<file path="config.mk">
export PLATFORM = sky130hd
export DESIGN_NAME = dsf_mul
export DESIGN_NICKNAME = d
export VERILOG_FILES = /design/src/hdl/dsf_pkg.sv /design/src/hdl/dsf_mul.sv
export SDC_FILE = /design/constraint.sdc
export NUM_CORES = 2
export LEC_CHECK = 0
export ABC_AREA = 1
export BUFFER_PORTS_ARGS = -buffer_cell sky130_fd_sc_hd__buf_4
export CORE_MARGIN = 3
export CORE_UTILIZATION = 65
export DETAILED_ROUTE_END_ITERATION = 12
export PLACE_DENSITY_LB_ADDON = 0.2
export SYNTH_ARGS = -nofsm -noshare
export SYNTH_HDL_FRONTEND = slang
export SYNTH_SLANG_ARGS = --single-unit
</file>
<file path="constraint.sdc">
create_clock -name clk -period 12.9 [get_ports clk]
set_clock_uncertainty 0.1 [all_clocks]
set_input_delay 1.29 -clock clk [delete_from_list [all_inputs] [get_ports clk]]
set_output_delay 1.29 -clock clk [all_outputs]
set_load 0.1 [all_outputs]
</file>
<file path="src/hdl/dsf_pkg.sv">
package dsf_pkg;

	// Width of every position, velocity and force component (signed Q16.16).
	localparam int DSF_DATA_W = 32;
	// Width of the multiplier digit taken in one pipeline stage.
	localparam int DSF_DIGIT_W = 16;
	// Width of the unsigned configuration registers.
	localparam int DSF_CFG_W = 31;
	// Width of the configuration write data and of force_scale.
	localparam int DSF_CFG_DATA_W = 32;
	localparam int DSF_CFG_IDX_W = 3;

	localparam logic [DSF_CFG_IDX_W-1:0] REG_REST_LENGTH = 3'd0;
	localparam logic [DSF_CFG_IDX_W-1:0] REG_STIFFNESS = 3'd1;
	localparam logic [DSF_CFG_IDX_W-1:0] REG_DAMPING = 3'd2;
	localparam logic [DSF_CFG_IDX_W-1:0] REG_FORCE_SCALE = 3'd3;
	localparam logic [DSF_CFG_IDX_W-1:0] REG_MIN_LENGTH = 3'd4;

	localparam logic [DSF_CFG_DATA_W-1:0] DSF_FORCE_SCALE_RST = 32'd65536;
	localparam logic [DSF_CFG_W-1:0] DSF_MIN_LENGTH_RST = 31'd1;

	typedef struct packed {
		logic signed [DSF_DATA_W-1:0] pos_a_x;
		logic signed [DSF_DATA_W-1:0] pos_a_y;
		logic signed [DSF_DATA_W-1:0] pos_a_z;
		logic signed [DSF_DATA_W-1:0] pos_b_x;
		logic signed [DSF_DATA_W-1:0] pos_b_y;
		logic signed [DSF_DATA_W-1:0] pos_b_z;
		logic signed [DSF_DATA_W-1:0] vel_a_x;
		logic signed [DSF_DATA_W-1:0] vel_a_y;
		logic signed [DSF_DATA_W-1:0] vel_a_z;
		logic signed [DSF_DATA_W-1:0] vel_b_x;
		logic signed [DSF_DATA_W-1:0] vel_b_y;
		logic signed [DSF_DATA_W-1:0] vel_b_z;
	} dsf_req_t;

	typedef struct packed {
		logic signed [DSF_DATA_W-1:0] force_x;
		logic signed [DSF_DATA_W-1:0] force_y;
		logic signed [DSF_DATA_W-1:0] force_z;
		logic degenerate;
		logic saturated;
	} dsf_res_t;

endpackage

</file>
<file path="src/hdl/dsf_mul.sv">
module dsf_mul import dsf_pkg::*; #(
	parameter int AW = 32,
	parameter int BW = 32
) (
	input  logic             clk,
	input  logic [AW-1:0]    a,
	input  logic [BW-1:0]    b,
	output logic [AW+BW-1:0] p
);

	// One digit of b is multiplied in per stage and added into the running sum.
	localparam int DIG = DSF_DIGIT_W;
	localparam int N = (BW + DIG - 1) / DIG;
	localparam int BPW = N * DIG;
	localparam int PW = AW + BPW;

	logic [AW-1:0]  a_s   [N];
	logic [BPW-1:0] b_s   [N];
	logic [PW-1:0]  acc_s [N];

	for (genvar k = 0; k < N; k++) begin : g_stage
		logic [AW-1:0]     a_in;
		logic [BPW-1:0]    b_in;
		logic [PW-1:0]     acc_in;
		logic [AW+DIG-1:0] pp;

		if (k == 0) begin : g_first
			assign a_in = a;
			assign b_in = BPW'(b);
			assign acc_in = '0;
		end else begin : g_next
			assign a_in = a_s[k-1];
			assign b_in = b_s[k-1];
			assign acc_in = acc_s[k-1];
		end

		assign pp = a_in * b_in[k*DIG +: DIG];

		always_ff @(posedge clk) begin
			a_s[k] <= a_in;
			b_s[k] <= b_in;
			acc_s[k] <= acc_in + (PW'(pp) << (k * DIG));
		end
	end

	assign p = acc_s[N-1][AW+BW-1:0];

endmodule

</file>
==> flow_results.xml <==
<?xml version="1.0" encoding="UTF-8"?>
<metrics>
  <group name="clock_tree">
    <metric name="clock_tree.htree_level_count" unit="">4</metric>
    <metric name="cts_hold_repair.buffers" unit="">0</metric>
    <metric name="cts_repair_resize_count" unit="">0</metric>
    <metric name="post-cts-setup-buffers" unit="">0</metric>
    <metric name="clk-insertion-delay-late" unit="ns">0.48</metric>
    <metric name="clock_tree_from_tritoncts" unit="">built</metric>
    <metric name="ctsRootBufferMaster" unit="">sky130_fd_sc_hd__clkbuf_16</metric>
    <metric name="cts-root-to-sink-buffers" unit="">2</metric>
    <metric name="clk_pin_slew" unit="ns">0.08</metric>
    <metric name="cts_buffers" unit="">17</metric>
    <metric name="cts_num_sinks" unit="">160</metric>
  </group>
  <group name="place">
    <metric name="place_ws" unit="ns">4.946</metric>
    <metric name="gp_congestion" unit="">0.9882</metric>
    <metric name="dpl.hpwl" unit="microns">90160</metric>
    <metric name="io_buf_count" unit="">128</metric>
  </group>
  <group name="synthesis">
    <metric name="postSynthRegisterBits" unit="">160</metric>
    <metric name="netlist_area_before_placement" unit="sq mm">0.04012</metric>
    <metric name="synth.yosys.warnings" unit="">0</metric>
    <metric name="synth_most_common_cell" unit="">sky130_fd_sc_hd__nand2_1</metric>
    <metric name="yosysTopAreaCell" unit="">sky130_fd_sc_hd__fa_1</metric>
    <metric name="synthFlopType" unit="">sky130_fd_sc_hd__dfxtp_1</metric>
    <metric name="synth_top_family_by_area" unit="">adder cells</metric>
    <metric name="top_cell_types_by_occurrence_after_synthesis" unit="">sky130_fd_sc_hd__nand2_1 (1516), sky130_fd_sc_hd__inv_1 (1418), sky130_fd_sc_hd__fa_1 (837)</metric>
    <metric name="synthArstFlopShare" unit="%">0</metric>
    <metric name="synth-edff-count" unit="">0</metric>
    <metric name="synth_sequential_area_ratio" unit="%">7.983</metric>
    <metric name="ys_types" unit="">41</metric>
    <metric name="synth.net_count" unit="">6431</metric>
    <metric name="postSynthAreaPerCell" unit="sq um">7.635</metric>
    <metric name="synthesis.instances" unit="">5255</metric>
    <metric name="yosysTopAreaCellShare" unit="%">41.76</metric>
    <metric name="yosys.area_share.xor_xnor" unit="%">2.576</metric>
    <metric name="synth_simple_gate_area_share" unit="%">18.73</metric>
    <metric name="muxShareOfSynthArea" unit="%">0</metric>
    <metric name="post_synth_fa_ha_maj_area_fraction" unit="%">50.31</metric>
    <metric name="synth_compound_gate_area_share" unit="%">3.767</metric>
    <metric name="synth_area_leaders" unit="">sky130_fd_sc_hd__fa_1 (42%), sky130_fd_sc_hd__nand2_1 (14%), sky130_fd_sc_hd__inv_1 (13%)</metric>
  </group>
  <group name="critical_path">
    <metric name="reg2reg_depth" unit="">31</metric>
    <metric name="cp_data_required_time" unit="ns">13.21</metric>
    <metric name="worstPathMaxFanout" unit="">16</metric>
    <metric name="ff2ff_setup_slack" unit="ns">4.84</metric>
    <metric name="endpoint_kind" unit="">flop</metric>
    <metric name="crit_slowest_cell" unit="">sky130_fd_sc_hd__dfxtp_1</metric>
    <metric name="crit_path_max_incr_delay" unit="ns">0.80</metric>
    <metric name="worstReg2RegStart" unit="">a_s[0][19]</metric>
    <metric name="crit_path_dat" unit="ns">8.37</metric>
    <metric name="timing.critical_path.from_type" unit="">flop</metric>
    <metric name="path_delay_family" unit="">adder cells</metric>
    <metric name="setup.worst_path.class" unit="">flop to flop</metric>
    <metric name="r2r_end" unit="">acc_s[0][127]</metric>
    <metric name="worstPathBufferInverterCount" unit="">6</metric>
  </group>
  <group name="grt">
    <metric name="grt_total_usage" unit="%">35.39</metric>
    <metric name="grt_max_degree" unit="">33</metric>
    <metric name="first_global_vias" unit="">34357</metric>
    <metric name="antenna_found_initial" unit="">1</metric>
    <metric name="gr-total-overflow" unit="">0</metric>
    <metric name="global_route_wire_length_before_repair" unit="microns">177900</metric>
  </group>
  <group name="finish">
    <metric name="flow.area_growth_from_synthesis" unit="%">3.449</metric>
    <metric name="final_core_util" unit="%">68.39</metric>
    <metric name="final_layout_size_suffix_gt1_share" unit="%">5.282</metric>
    <metric name="final_net_count" unit="">6313</metric>
  </group>
  <group name="sta">
    <metric name="setup_viol_count_final" unit="">0</metric>
    <metric name="worst_slew_pin_slew" unit="ns">0.9427</metric>
    <metric name="grt_setup_unrepaired" unit="">no</metric>
    <metric name="layout_setup_ws" unit="ns">4.838</metric>
    <metric name="max_clk_rate" unit="GHz">0.1240</metric>
    <metric name="fin_tns_setup" unit="ns">0</metric>
    <metric name="max-slew-margin-rel" unit="%">37.07</metric>
    <metric name="final_min_period_over_clock_period" unit="%">62.50</metric>
    <metric name="finalWorstPathRequiredPeriod" unit="ns">8.062</metric>
    <metric name="final.hold.worst_slack" unit="ns">0.2274</metric>
    <metric name="number_of_slew_limit_violations_in_the_final_report" unit="">0</metric>
    <metric name="final_hold_violation_count" unit="">0</metric>
  </group>
  <group name="hold_path">
    <metric name="worstHoldPathCells" unit="">0</metric>
    <metric name="hp-class" unit="">flop to flop</metric>
    <metric name="holdCritStartpoint" unit="">acc_s[0][3]</metric>
    <metric name="hold-path-endpoint" unit="">acc_s[0][67]</metric>
  </group>
  <group name="detailed_routing">
    <metric name="vias_per_cell" unit="">5.392</metric>
    <metric name="route.detailed.wl_per_inst" unit="microns">18.29</metric>
    <metric name="detailroute.via_count" unit="">31991</metric>
    <metric name="drt_iter0_markers" unit="">1940</metric>
    <metric name="routed_wl" unit="microns">108500</metric>
    <metric name="detail-route-antenna-nets" unit="">0</metric>
    <metric name="count_of_unresolved_drc_violations_after_routing" unit="">0</metric>
    <metric name="drt_pre_antenna_iters" unit="">5</metric>
  </group>
  <group name="die">
    <metric name="chipWidth" unit="microns">254.5</metric>
    <metric name="core.rowCount" unit="">90</metric>
    <metric name="core_region_area" unit="sq mm">0.06070</metric>
    <metric name="die_y" unit="microns">254.5</metric>
    <metric name="ios" unit="">129</metric>
    <metric name="initial_core_util" unit="%">66.11</metric>
    <metric name="die_area" unit="sq mm">0.06474</metric>
  </group>
  <group name="run">
    <metric name="drv.max_cap_violation_count" unit="">0</metric>
  </group>
  <group name="run_status">
    <metric name="outcome" unit="">finished, final reports clean</metric>
  </group>
</metrics>
[per-stage QoR]
stage | instances | instance area, sq um
2_1_floorplan | 5255 | 40120
3_3_place_gp | 5900 | 40910
3_5_place_dp | 5900 | 40910
4_1_cts | 5932 | 41500
5_1_grt | 5932 | 41500
6_report | 5933 | 41510
[worst register-to-register path: cells and delay by family (launching register included)]
family	cells	cell delay (ns)
AND/OR/NAND/NOR	14	1.80
flip-flops	1	0.80
buffers and inverters	6	0.36
adder cells (fa/ha/maj)	8	3.79
XOR/XNOR	1	0.42
AO/OA/AOI/OAI	2	0.76
[flip-flops by register name, summed over array words and instances, names as in the netlist]
name	cells
a_s	32
b_s	16
acc_s	112
[metal layers]
| metal | vias up | wire length [microns] | GRT usage (%) |
|---|---|---|---|
| met3 | 265 | 7128 | 4.946 |
| li1 | 14605 | - | - |
| met1 | 15904 | 42140 | 44.20 |
| met4 | 0 | 3985 | 13.71 |
| met2 | 1217 | 55260 | 62.60 |
| met5 | - | 0 | 0 |
[area by class of cell]
cell class / instances / area (sq um)
repair buffers: 151 / 1134
flip-flops and latches: 160 / 3203
fillers: 5222 / 19190
inverters: 1427 / 5356
multi-input cells: 3380 / 30240
clock inverters: 15 / 165.2
diodes: 1 / 2.502
clock buffers: 17 / 425.4
well taps: 782 / 978.4
[cell usage in the layout, fill, tap and decap left out, types with 3 or more instances in the layout]
cell                        instances
sky130_fd_sc_hd__a21oi_1          126
sky130_fd_sc_hd__nor2_2            27
sky130_fd_sc_hd__nand3b_1           3
sky130_fd_sc_hd__inv_6              6
sky130_fd_sc_hd__xnor2_1           42
sky130_fd_sc_hd__nand2_1         1516
sky130_fd_sc_hd__nor4_1             4
sky130_fd_sc_hd__nand4_1           25
sky130_fd_sc_hd__o21ai_0           69
sky130_fd_sc_hd__nor2_4             5
sky130_fd_sc_hd__and3_1             4
sky130_fd_sc_hd__nand3_2            6
sky130_fd_sc_hd__o211ai_1           3
sky130_fd_sc_hd__clkbuf_16         17
sky130_fd_sc_hd__inv_8              4
sky130_fd_sc_hd__nand2_2           29
sky130_fd_sc_hd__o31ai_1            4
sky130_fd_sc_hd__or2_2              4
sky130_fd_sc_hd__a21boi_0           3
sky130_fd_sc_hd__ha_1             274
sky130_fd_sc_hd__nor3_1             8
sky130_fd_sc_hd__o21a_1            12
sky130_fd_sc_hd__nand3_1           57
sky130_fd_sc_hd__dfxtp_1          160
sky130_fd_sc_hd__xor2_1            76
sky130_fd_sc_hd__and2_1             4
sky130_fd_sc_hd__nor2_1           182
sky130_fd_sc_hd__inv_1           1418
sky130_fd_sc_hd__fa_1             837
sky130_fd_sc_hd__a31oi_1           24
sky130_fd_sc_hd__a21o_1            10
sky130_fd_sc_hd__inv_2              9
sky130_fd_sc_hd__nor3_2             4
sky130_fd_sc_hd__buf_4            151
sky130_fd_sc_hd__o21bai_1          12
[logic make-up (layout without fill, tap and decap cells)]
| family | count (synthesis) | count (layout) |
|---|---|---|
| compound gates | 270 | 270 |
| xor+xnor | 118 | 118 |
| fa+ha+maj | 1111 | 1111 |
| buf+inv | 1715 | 1610 |
| flops | 160 | 160 |
| other cells | 0 | 1 |
| simple gates | 1881 | 1881 |
[worst max path at each step]
stage,slack [ns],endpoint,start,cells after the start
2_1_floorplan,6.00,acc_s[0][119],a_s[0][20],34
3_3_place_gp,4.92,acc_s[0][127],a_s[0][20],31
3_5_place_dp,4.95,acc_s[0][127],a_s[0][20],31
4_1_cts,4.89,acc_s[0][127],a_s[0][19],31
5_1_grt,4.31,acc_s[0][127],a_s[0][25],32
6_report,4.84,acc_s[0][127],a_s[0][19],31
Power is not shown: default switching activity piles up to over one toggle a cycle in this logic, so the estimate is an artifact.
